$ cat src/rtl/cscan_pkg.sv
// Shared constants, types and codes for the C-SCAN request scheduler.
`timescale 1ns / 1ps

package cscan_pkg;

   localparam int MaxRequests = 32;
   localparam int CountWidth  = $clog2(MaxRequests + 1);
   localparam int CylWidth    = 16;
   localparam int MoveWidth   = 18;
   localparam int SizeWidth   = 17;

   localparam logic KindLoad = 1'b0;
   localparam logic KindRun  = 1'b1;

   typedef enum logic [2:0] {
      OP_HOLD,
      OP_LOAD,
      OP_MARK,
      OP_ROTATE,
      OP_POP
   } cell_op_type;

   typedef struct packed {
      logic                valid;
      logic [CylWidth-1:0] value;
      logic                above;
      logic                gt;
   } link_type;

   typedef enum logic [2:0] {
      ST_IDLE,
      ST_ALIGN,
      ST_HEAD,
      ST_UPPER,
      ST_TURN,
      ST_ZERO,
      ST_LOWER
   } state_type;

endpackage

$ cat src/rtl/cscan_cell.sv
// One cell of the sorted request chain: a slot with its insert, mark, rotate and pop moves.
`timescale 1ns / 1ps

module cscan_cell (
   input  logic                         clock,
   input  logic                         reset,
   input  cscan_pkg::cell_op_type       op,
   input  logic [cscan_pkg::CylWidth-1:0] cyl,
   input  cscan_pkg::link_type          left,
   input  cscan_pkg::link_type          right,
   input  cscan_pkg::link_type          wrap,
   output cscan_pkg::link_type          link
);
   import cscan_pkg::*;

   logic                valid_ff, valid_in;
   logic [CylWidth-1:0] value_ff, value_in;
   logic                above_ff, above_in;
   logic                gt;
   logic                tail;

   assign gt   = valid_ff && (value_ff > cyl);
   assign tail = valid_ff && !right.valid;

   assign link.valid = valid_ff;
   assign link.value = value_ff;
   assign link.above = above_ff;
   assign link.gt    = gt;

   always_comb begin
      valid_in = valid_ff;
      value_in = value_ff;
      above_in = above_ff;
      unique case (op)
         OP_HOLD: begin
         end
         OP_LOAD: begin
            // empty slots count as greater than anything
            if (!valid_ff || gt) begin
               value_in = left.gt ? left.value : cyl;
               valid_in = valid_ff | left.valid;
               above_in = 1'b0;
            end
         end
         OP_MARK: begin
            above_in = gt;
         end
         OP_ROTATE: begin
            if (valid_ff) begin
               if (tail) begin
                  value_in = wrap.value;
                  above_in = wrap.above;
               end else begin
                  value_in = right.value;
                  above_in = right.above;
               end
            end
         end
         OP_POP: begin
            valid_in = right.valid;
            value_in = right.value;
            above_in = right.above;
         end
         default: begin
         end
      endcase
   end

   always_ff @(posedge clock) begin
      if (reset) begin
         valid_ff <= 1'b0;
         above_ff <= 1'b0;
      end else begin
         valid_ff <= valid_in;
         above_ff <= above_in;
      end
      value_ff <= value_in;
   end

endmodule

$ cat src/rtl/cscan_disk_request_scheduler.sv
// Top level of the C-SCAN scheduler: cell chain, sequencer, movement datapath, output register.
//
//   port group | dir | handshake        | word
//   req_       | in  | valid / stall    | kind, cylinder
//   rsp_       | out | valid / stall    | position, movement, dropped, last
//   csr_       | in  | valid / ready    | disk_size
//
// Loads may follow each other in consecutive cycles. A run first rotates each request
// at or below the head to the end of the chain, then gives requests + 3 results: the
// head, the requests above it in rising order, the turn point, cylinder zero and the
// requests below it. The upper sweep ends with a step that emits nothing.
// A result stall holds the sequencer; the input stalls while a run is in progress.
// Reset empties the chain and sets disk_size to 65536.
`timescale 1ns / 1ps

module cscan_disk_request_scheduler (
   input  logic                            clock,
   input  logic                            reset,
   input  logic                            req_valid,
   output logic                            req_stall,
   input  logic                            req_kind,
   input  logic [cscan_pkg::CylWidth-1:0]  req_cylinder,
   output logic                            rsp_valid,
   input  logic                            rsp_stall,
   output logic [cscan_pkg::CylWidth-1:0]  rsp_position,
   output logic [cscan_pkg::MoveWidth-1:0] rsp_movement,
   output logic                            rsp_dropped,
   output logic                            rsp_last,
   input  logic                            csr_valid,
   output logic                            csr_ready,
   input  logic [cscan_pkg::SizeWidth-1:0] csr_disk_size
);
   import cscan_pkg::*;

   localparam link_type LeftEdge  = '{valid: 1'b1, value: '0, above: 1'b0, gt: 1'b0};
   localparam link_type RightEdge = '{valid: 1'b0, value: '0, above: 1'b0, gt: 1'b0};

   state_type             state_ff, state_in;
   logic [CountWidth-1:0] count_ff, count_in;
   logic [CountWidth-1:0] rot_ff, rot_in;
   logic                  overflow_ff, overflow_in;
   logic [SizeWidth-1:0]  disk_size_ff;
   logic [CylWidth-1:0]   cur_ff, cur_in;
   logic [MoveWidth-1:0]  mv_ff, mv_in;

   logic                  rsp_valid_ff, rsp_valid_in;
   logic [CylWidth-1:0]   rsp_position_ff;
   logic [MoveWidth-1:0]  rsp_movement_ff;
   logic                  rsp_dropped_ff;
   logic                  rsp_last_ff;

   link_type              links [MaxRequests];
   link_type              head_cell;
   cell_op_type           op;

   logic                  accept;
   logic                  full;
   logic                  out_free;
   logic                  rotate;
   logic                  upper_left;
   logic                  emit;
   logic                  emit_last;
   logic                  pop;
   logic [CylWidth-1:0]   emit_pos;
   logic [CylWidth-1:0]   seek_len;
   logic [CylWidth-1:0]   turn;
   logic [SizeWidth-1:0]  size_less;

   genvar g;
   generate
      for (g = 0; g < MaxRequests; g++) begin : g_cell
         link_type left_link, right_link;
         if (g == 0) begin : g_first
            assign left_link = LeftEdge;
         end else begin : g_mid_l
            assign left_link = links[g-1];
         end
         if (g == MaxRequests - 1) begin : g_last
            assign right_link = RightEdge;
         end else begin : g_mid_r
            assign right_link = links[g+1];
         end
         cscan_cell u_cell (
            .clock (clock),
            .reset (reset),
            .op    (op),
            .cyl   (req_cylinder),
            .left  (left_link),
            .right (right_link),
            .wrap  (links[0]),
            .link  (links[g])
         );
      end
   endgenerate

   assign head_cell  = links[0];
   assign req_stall  = (state_ff != ST_IDLE);
   assign accept     = req_valid && !req_stall;
   assign full       = (count_ff == CountWidth'(MaxRequests));
   assign out_free   = !rsp_valid_ff || !rsp_stall;
   assign rotate     = head_cell.valid && !head_cell.above && (rot_ff != count_ff);
   assign upper_left = head_cell.valid && head_cell.above;
   assign csr_ready  = 1'b1;

   // turn point clamped to the cylinder range
   assign size_less = disk_size_ff - SizeWidth'(1);
   always_comb begin
      if (disk_size_ff == '0) begin
         turn = '0;
      end else if (disk_size_ff[SizeWidth-1] && (disk_size_ff[CylWidth-1:0] != '0)) begin
         turn = '1;
      end else begin
         turn = size_less[CylWidth-1:0];
      end
   end

   always_comb begin
      state_in = state_ff;
      unique case (state_ff)
         ST_IDLE:  if (accept && (req_kind == KindRun)) state_in = ST_ALIGN;
         ST_ALIGN: if (!rotate) state_in = ST_HEAD;
         ST_HEAD:  if (out_free) state_in = ST_UPPER;
         ST_UPPER: if (!upper_left) state_in = ST_TURN;
         ST_TURN:  if (out_free) state_in = ST_ZERO;
         ST_ZERO: begin
            if (out_free) state_in = (count_ff == '0) ? ST_IDLE : ST_LOWER;
         end
         ST_LOWER: begin
            if (out_free && (count_ff == CountWidth'(1))) state_in = ST_IDLE;
         end
         default: state_in = ST_IDLE;
      endcase
   end

   always_comb begin
      op        = OP_HOLD;
      emit      = 1'b0;
      emit_last = 1'b0;
      emit_pos  = cur_ff;
      pop       = 1'b0;
      unique case (state_ff)
         ST_IDLE: begin
            if (accept) begin
               if (req_kind == KindRun) op = OP_MARK;
               else if (!full) op = OP_LOAD;
            end
         end
         ST_ALIGN: begin
            if (rotate) op = OP_ROTATE;
         end
         ST_HEAD: begin
            emit = out_free;
         end
         ST_UPPER: begin
            if (upper_left && out_free) begin
               emit     = 1'b1;
               emit_pos = head_cell.value;
               pop      = 1'b1;
               op       = OP_POP;
            end
         end
         ST_TURN: begin
            emit     = out_free;
            emit_pos = turn;
         end
         ST_ZERO: begin
            emit      = out_free;
            emit_pos  = '0;
            emit_last = (count_ff == '0);
         end
         ST_LOWER: begin
            if (out_free) begin
               emit      = 1'b1;
               emit_pos  = head_cell.value;
               emit_last = (count_ff == CountWidth'(1));
               pop       = 1'b1;
               op        = OP_POP;
            end
         end
         default: begin
         end
      endcase
   end

   assign seek_len = (cur_ff > emit_pos) ? (cur_ff - emit_pos) : (emit_pos - cur_ff);

   always_comb begin
      count_in    = count_ff;
      rot_in      = rot_ff;
      overflow_in = overflow_ff;
      cur_in      = cur_ff;
      mv_in       = mv_ff;
      if (op == OP_LOAD) count_in = count_ff + CountWidth'(1);
      if (pop) count_in = count_ff - CountWidth'(1);
      if (accept && (req_kind == KindLoad) && full) overflow_in = 1'b1;
      if (accept && (req_kind == KindRun)) begin
         rot_in = '0;
         cur_in = req_cylinder;
         mv_in  = '0;
      end
      if (op == OP_ROTATE) rot_in = rot_ff + CountWidth'(1);
      if (emit) begin
         cur_in = emit_pos;
         mv_in  = mv_ff + {{(MoveWidth - CylWidth){1'b0}}, seek_len};
         if (emit_last) overflow_in = 1'b0;
      end
   end

   assign rsp_valid_in = emit ? 1'b1 : (rsp_valid_ff && rsp_stall);

   always_ff @(posedge clock) begin
      if (reset) begin
         state_ff     <= ST_IDLE;
         count_ff     <= '0;
         rot_ff       <= '0;
         overflow_ff  <= 1'b0;
         disk_size_ff <= SizeWidth'(65536);
         rsp_valid_ff <= 1'b0;
      end else begin
         state_ff     <= state_in;
         count_ff     <= count_in;
         rot_ff       <= rot_in;
         overflow_ff  <= overflow_in;
         rsp_valid_ff <= rsp_valid_in;
         if (csr_valid && csr_ready) disk_size_ff <= csr_disk_size;
      end
      cur_ff <= cur_in;
      mv_ff  <= mv_in;
      if (emit) begin
         rsp_position_ff <= emit_pos;
         rsp_movement_ff <= mv_in;
         rsp_dropped_ff  <= overflow_ff;
         rsp_last_ff     <= emit_last;
      end
   end

   assign rsp_valid    = rsp_valid_ff;
   assign rsp_position = rsp_position_ff;
   assign rsp_movement = rsp_movement_ff;
   assign rsp_dropped  = rsp_dropped_ff;
   assign rsp_last     = rsp_last_ff;

endmodule
$ cat config.mk
export PLATFORM = sky130hd
export DESIGN_NAME = cscan_disk_request_scheduler
export DESIGN_NICKNAME = d
export VERILOG_FILES = /design/src/rtl/cscan_pkg.sv /design/src/rtl/cscan_cell.sv /design/src/rtl/cscan_disk_request_scheduler.sv
export SDC_FILE = /design/constraint.sdc
export NUM_CORES = 2
export LEC_CHECK = 0
export CORE_ASPECT_RATIO = 0.8
export CORE_MARGIN = 2
export CORE_UTILIZATION = 40
export CTS_BUF_LIST = sky130_fd_sc_hd__clkbuf_16
export CTS_CLUSTER_DIAMETER = 50
export DETAILED_ROUTE_END_ITERATION = 16
export DONT_BUFFER_PORTS = 1
export PLACE_DENSITY_LB_ADDON = 0.25
export SYNTH_ARGS = -nofsm -noshare
export SYNTH_HDL_FRONTEND = slang
export SYNTH_SLANG_ARGS = --single-unit
$ cat constraint.sdc
create_clock -name clock -period 7.4 [get_ports clock]
set_input_delay 1.48 -clock clock [delete_from_list [all_inputs] [get_ports clock]]
set_output_delay 1.48 -clock clock [all_outputs]
set_load 0.02 [all_outputs]
Word level (Yosys, flattened, before mapping) --
Cells that the tools add are included.
Operators by class: magnitude comparators 33, reductions and logical operators 252, equality and inequality tests 85, bitwise gates (word level) 32, multiplexer cells 389, add/sub/neg operators 7
Operators with widths (count):
- 2-to-1 mux 16 bit | 133
- case mux 16 bit (3 select lines) | 32
- greater-than comparator 16 bit | 33
- AND reduction 3 bit | 62
- 2-to-1 mux 1 bit | 135
- != test 2 x 1 -> 1 bit, second input constant | 64
- case mux 1 bit (4 select lines) | 32
- logical AND 1 bit | 74
- case mux 1 bit (2 select lines) | 34
- case mux 16 bit (4 select lines) | 1
- AND reduction 2 bit | 32
- logical NOT 1 bit | 36
- 2-to-1 mux 18 bit | 2
- logical OR 1 bit | 33
- subtractor 16 bit | 2
- OR 1 bit | 31
- 2-to-1 mux 3 bit | 10
- 2-to-1 mux 6 bit | 4
- case mux 3 bit (7 select lines) | 1
- adder 18 x 16 -> 18 bit | 1
- logical NOT 17 bit | 1
- != test 2 bit, second input constant | 8
- nonzero test 16 bit | 1
- subtractor 16 x 1 -> 16 bit, second input constant | 1
- other kinds (20) | 35
Storage, ports and cells: flip-flop bits (word level) 680, input bits 39, output and inout port bits 39

Depth between registers and ports, before layout --
depth after elaboration 9, gate-level depth with buffers 30

Cells and area by module --
From an unflattened synthesis, not the netlist that was laid out.
Second synthesis, totals: cells, all modules 6043, area, all modules 58865.2 µm²
By module, submodules not included:
- cscan_cell at g_cell[0].u_cell ... | times used 27, seq. area each 520.5 µm², area an instance 1635.3 µm², cells an instance 165
- cscan_cell at g_cell[5].u_cell ... | times used 5, seq. area each 520.5 µm², area an instance 1587.8 µm², cells an instance 169
- cscan_disk_request_scheduler | times used 1, seq. area each 2602.5 µm², area an instance 6772.7 µm², cells an instance 743

Worst setup path before layout --
Ideal clock, no wire load.
path kind input-to-reg, from input port rsp_stall, to register rsp_movement_ff[14], in the netlist rsp_movement[14] (data pin), cell stages on the path 26, arrival 6.554 ns, slack 0.584 ns, path buffers 2, data required time 7.138 ns, path through a21boi_1 a221oi_4 clkbuf_1 a221oi_1 inv_1 ha_1 fa_1 nand2b_1 a21oi_1 o21ai_0 a21oi_1 o21ai_0 a41oi_4 buf_6 mux2i_1 xor2_1 ha_1 nor2b_1 o21ai_0 a21boi_0 o21a_1 o21ai_0 a21oi_1 a21o_1 a211o_1 a32o_1
On the way: cells in the longest elaborated chain, start to end 9, elaborated cells on any way between the ends 15, those cells by class add/sub: 3; order compare: 1; mux: 8; reduce/logical: 3
Ends and longest elaborated chain:
- start, declared | line cscan_disk_request_scheduler.sv:24 | input logic rsp_stall,
- logical NOT 1 bit * | line cscan_disk_request_scheduler.sv:100 | assign out_free = !rsp_valid_ff || !rsp_stall;
- logical OR 1 bit * | line cscan_disk_request_scheduler.sv:100
- logical AND 1 bit | line cscan_disk_request_scheduler.sv:155 | if (upper_left && out_free) begin
- 2-to-1 mux 16 bit | line cscan_disk_request_scheduler.sv:155
- case mux 16 bit (4 select lines) * | line cscan_disk_request_scheduler.sv:141 | unique case (state_ff)
- named net emit_pos[0] | line cscan_disk_request_scheduler.sv:64 | logic [CylWidth-1:0] emit_pos;
- subtractor 16 bit / greater-than comparator 16 bit (equally long branches) | line cscan_disk_request_scheduler.sv:185 | assign seek_len = (cur_ff > emit_pos) ? (cur_ff - emit_pos) : (emit_pos - cur_ff);
- 2-to-1 mux 16 bit * | line cscan_disk_request_scheduler.sv:185
- adder 18 x 16 -> 18 bit * | line cscan_disk_request_scheduler.sv:204 | mv_in = mv_ff + {{(MoveWidth - CylWidth){1'b0}}, seek_len};
- 2-to-1 mux 18 bit * | line cscan_disk_request_scheduler.sv:202 | if (emit) begin
- named net mv_in[14] | line cscan_disk_request_scheduler.sv:44 | logic [MoveWidth-1:0] mv_ff, mv_in;
- end signal, assigned | line cscan_disk_request_scheduler.sv:231 | rsp_movement_ff <= mv_in;
- end, declared | line cscan_disk_request_scheduler.sv:48 | logic [MoveWidth-1:0] rsp_movement_ff;
Mark *: on every way through the listed nets, which the timed path passes. The rest lies on a longest branch. A chain may end at the register's enable or synchronous reset.

Worst setup path after layout --
from register disk_size_ff[0], to register rsp_movement_ff[14], in the netlist rsp_movement[14] (data pin)
On the way: cells in the longest elaborated chain, start to end 9, elaborated cells on any way between the ends 13, those cells by class add/sub: 4; order compare: 1; mux: 5; reduce/logical: 3
Ends and longest elaborated chain:
- start, declared | line cscan_disk_request_scheduler.sv:42 | logic [SizeWidth-1:0] disk_size_ff;
- start signal, assigned | line cscan_disk_request_scheduler.sv:217 | disk_size_ff <= SizeWidth'(65536);
- start signal, assigned | line cscan_disk_request_scheduler.sv:225 | if (csr_valid && csr_ready) disk_size_ff <= csr_disk_size;
- branches (longest 3 deep; another with subtractor 16 x 1 -> 16 bit)
- 2-to-1 mux 16 bit * | line cscan_disk_request_scheduler.sv:108 | if (disk_size_ff == '0) begin
- case mux 16 bit (4 select lines) * | line cscan_disk_request_scheduler.sv:141
- named net emit_pos[12] | line cscan_disk_request_scheduler.sv:64
- subtractor 16 bit / greater-than comparator 16 bit (equally long branches) | line cscan_disk_request_scheduler.sv:185
- 2-to-1 mux 16 bit * | line cscan_disk_request_scheduler.sv:185
- adder 18 x 16 -> 18 bit * | line cscan_disk_request_scheduler.sv:204
- 2-to-1 mux 18 bit * | line cscan_disk_request_scheduler.sv:202
- named net mv_in[14] | line cscan_disk_request_scheduler.sv:44
Mark *: on every way through the listed nets, which the timed path passes.

==> results.sh <==
export IMPL_slowest_stage="or4b_1"
export IMPL_period_needed_ns=6.86
export IMPL_worstReg2RegEnd="rsp_movement[14]"
export IMPL_r2r_slack_ns=0.54
export IMPL_crit_fanout=20
export IMPL_num_rows=115
export IMPL_gp_congestion=0.923
export IMPL_drv_slew=0
export IMPL_num_vias=45200
export IMPL_skew_ns=0.0386
export IMPL_critPathTopFamily="compound AO/OA/AOI/OAI gates"
export IMPL_cp_depth=26
export IMPL_cts_resized=0
export IMPL_hold_class="reg2reg"
export IMPL_synth_top_area_share_pct=33.9
export IMPL_crit_path_max_incr_delay_ns=0.65
export IMPL_io_pins=78
export IMPL_grt_pass1_wl_mm=295
export IMPL_fin_nets=5612
export IMPL_antenna_found_initial=3
export IMPL_seqCellArea_um2=19300
export IMPL_postSynthCellCount=5150
export IMPL_setup_viol=0
export IMPL_yosysTopAreaCell="edfxtp_1"
export IMPL_ys_seq_elements=680
export IMPL_layout_setup_ws_ns=0.545
export IMPL_die_w_um=399
export IMPL_path_clk_slew_ns=0.06
export IMPL_synth_nets=5756
export IMPL_setup_worst_path_end="rsp_movement[14]"
export IMPL_hpwlAfterDp_mm=134
export IMPL_dieHeight_um=320
export IMPL_final_layout_size_suffix_gt1_share_pct=8.27
export IMPL_vias_per_cell=6.72
export IMPL_drt_iter0_markers=6062
export IMPL_reg2reg_from="disk_size_ff[0]"
export IMPL_reg2reg_depth=26
export IMPL_synth_edf_count=564
export IMPL_numCtsBuffers=99
export IMPL_path_class="reg2reg"
export IMPL_finalCritPeriodShare_pct=92.6
export IMPL_powerDensity_nw_per_um2=356
export IMPL_grt_max_degree=190
export IMPL_drcViolationCount=0
export IMPL_synth_seq_area_share_pct=38.5
export IMPL_maxCapViolCount=0
export IMPL_grt_overflow=0
export IMPL_multi_input_area_um2=29000
export IMPL_setup_tns_ns=0
export IMPL_dieArea_um2=128000
export IMPL_crit_buf_inv=3
export IMPL_cts_sinks=680
export IMPL_slew_limit_headroom_pct=4.91
export IMPL_crit_start="disk_size_ff[0]"
export IMPL_worst_pin_slew_ns=1.42
export IMPL_grt_pass1_vias=42900
export IMPL_htreeDepth=3
export IMPL_layout_common_cells="ha_1, edfxtp_1, o21ai_0"
export IMPL_status="completed"
export IMPL_synth_top_cells_by_area="edfxtp_1, ha_1, a22oi_1"
export IMPL_fmax_mhz=146
export IMPL_place_ws_ns=0.0687
export IMPL_yosys_warnings=0
export IMPL_finalHoldViolCount=0
export IMPL_synth_ff_type="edfxtp_1"
export IMPL_async_reset_ff_share_pct=0
export IMPL_synthesis_area_um2=50000
export IMPL_cts_tree="done"
export IMPL_start_util_pct=40.5
export IMPL_endpoint_kind="flop"
export IMPL_critPathLaunchType="flop"
export IMPL_areaGrowthSynthToFinish_pct=11.1
export IMPL_wl_mm=201
export IMPL_portBuffers=0
export IMPL_synth_distinct_cells=93
export IMPL_ant_nets=0
export IMPL_ctsHoldBuffers=0
export IMPL_nFillCells=11700
export IMPL_ctsLongestPathBuffers=3
export IMPL_avgSynthCellArea_um2=9.71
export IMPL_rsz0062_at_grt="false"
export IMPL_p_leak_nw=20.9
export IMPL_insertion_delay_ns=0.74
export IMPL_ir_worst_vdd_v=0.000301
export IMPL_firstDrtPassIters=8
export IMPL_required_ns=7.88
export IMPL_core_um2=123000
export IMPL_crit_arrival_ns=7.34
export IMPL_cts_root_buf="clkbuf_16"
export IMPL_grt_usage_pct=30.7
export IMPL_avgRoutedWirePerCell_um=29.9
export IMPL_post_cts_buffers=0
synth_stat cells (117+ instances only):
master    number
mux2i_1      304
edfxtp_1     564
clkbuf_1     333
ha_1         564
nand3_1      145
nand4_1      117
o211ai_1     147
nor2_1       259
a21oi_1      297
nand2_1      249
o21ai_0      489
inv_1        133
a22oi_1      473
where the power goes:
part           switching [mW]  internal [mW]
sequential               1.13           5.44
clock                    2.10           3.04
combinational            4.98           3.11
final cells by class:
cell class              count  share of cell area, %
multi-input cells        3939                   52.2
flip-flops and latches    680                   34.7
clock buffers             100                   4.51
well taps                1638                   3.69
repair buffers            149                   2.22
clock inverters            88                   1.80
inverters                 137                  0.926
diodes                      1                0.00451
cells by family (layout without fill, tap and decap cells):
group | after synthesis | after routing | synth area share [%]
compound gates | 1973 | 1973 | 26.0
fa+ha+maj | 567 | 567 | 14.2
flops | 680 | 680 | 38.5
xor+xnor | 46 | 46 | 0.806
simple gates | 1047 | 1047 | 10.2
other cells | 1 | 2 | 0.00750
mux | 305 | 305 | 6.11
buf+inv | 531 | 474 | 4.12
metrics by stage:
| stage | instances | cell area, um2 | util, % | hold slack (ns) | power, mW |
|---|---|---|---|---|---|
| 6_report | 6732 | 55500 | 45.0 | 0.462 | 19.8 |
| 5_1_grt | 6731 | 55500 | 45.0 | 0.464 | 20.9 |
| 4_1_cts | 6730 | 55500 | 44.9 | 0.452 | 19.6 |
| 3_5_place_dp | 6542 | 52000 | 42.1 | 0.437 | 14.5 |
| 3_3_place_gp | 6542 | 52000 | 42.1 | 0.430 | 14.4 |
| 2_1_floorplan | 5150 | 50000 | - | 0.409 | 11.8 |
worst register-to-register path, stage by stage, from the launching register on:
cell and delay (ns):
dfxtp_1 0.36, inv_1 0.10, ha_1 0.27, or4b_1 0.65, nor3_1 0.24, xnor2_1 0.14
o21ai_0 0.21, a222oi_1 0.65, inv_1 0.16, ha_1 0.35, nand4_1 0.16, nor4_1 0.50
a21o_1 0.18, a41oi_4 0.06, buf_12 0.22, nor3_1 0.17, a31o_1 0.14, xnor2_1 0.14
ha_1 0.27, o21ai_0 0.11, a21boi_0 0.17, o21a_1 0.22, o21ai_0 0.20, a21oi_1 0.18
a21o_1 0.21, a211o_1 0.29, a32o_1 0.27
metal layers:
metal	track usage (%)	share of wire, %	vias up
li1	-	-	19900
met1	45.0	43	22100
met2	42.2	40	2758
met3	9.00	13	448
met4	10.9	4.1	4
met5	0.798	0.076	-
flip-flops by register name (all words and copies together) (netlist names), 3 cells and up:
| name | flops |
|---|---|
| state_ff | 3 |
| g_cell.u_cell.value_ff | 512 |
| count_ff | 6 |
| g_cell.u_cell.above_ff | 32 |
| mv_ff | 18 |
| rsp_position | 16 |
| rot_ff | 6 |
| g_cell.u_cell.valid_ff | 32 |
| cur_ff | 16 |
| disk_size_ff | 17 |
| rsp_movement | 18 |
worst min-delay path by stage:
stage,startpoint,end,slack [ns],depth (start not counted)
after floorplan,overflow_ff,rsp_dropped,0.41,0
after global placement,overflow_ff,rsp_dropped,0.43,0
after detailed placement,overflow_ff,rsp_dropped,0.44,0
after CTS,overflow_ff,rsp_dropped,0.45,0
after global routing,overflow_ff,rsp_dropped,0.46,0
final,overflow_ff,rsp_dropped,0.46,0
No activity file was read; power rests on OpenSTA's default activity.
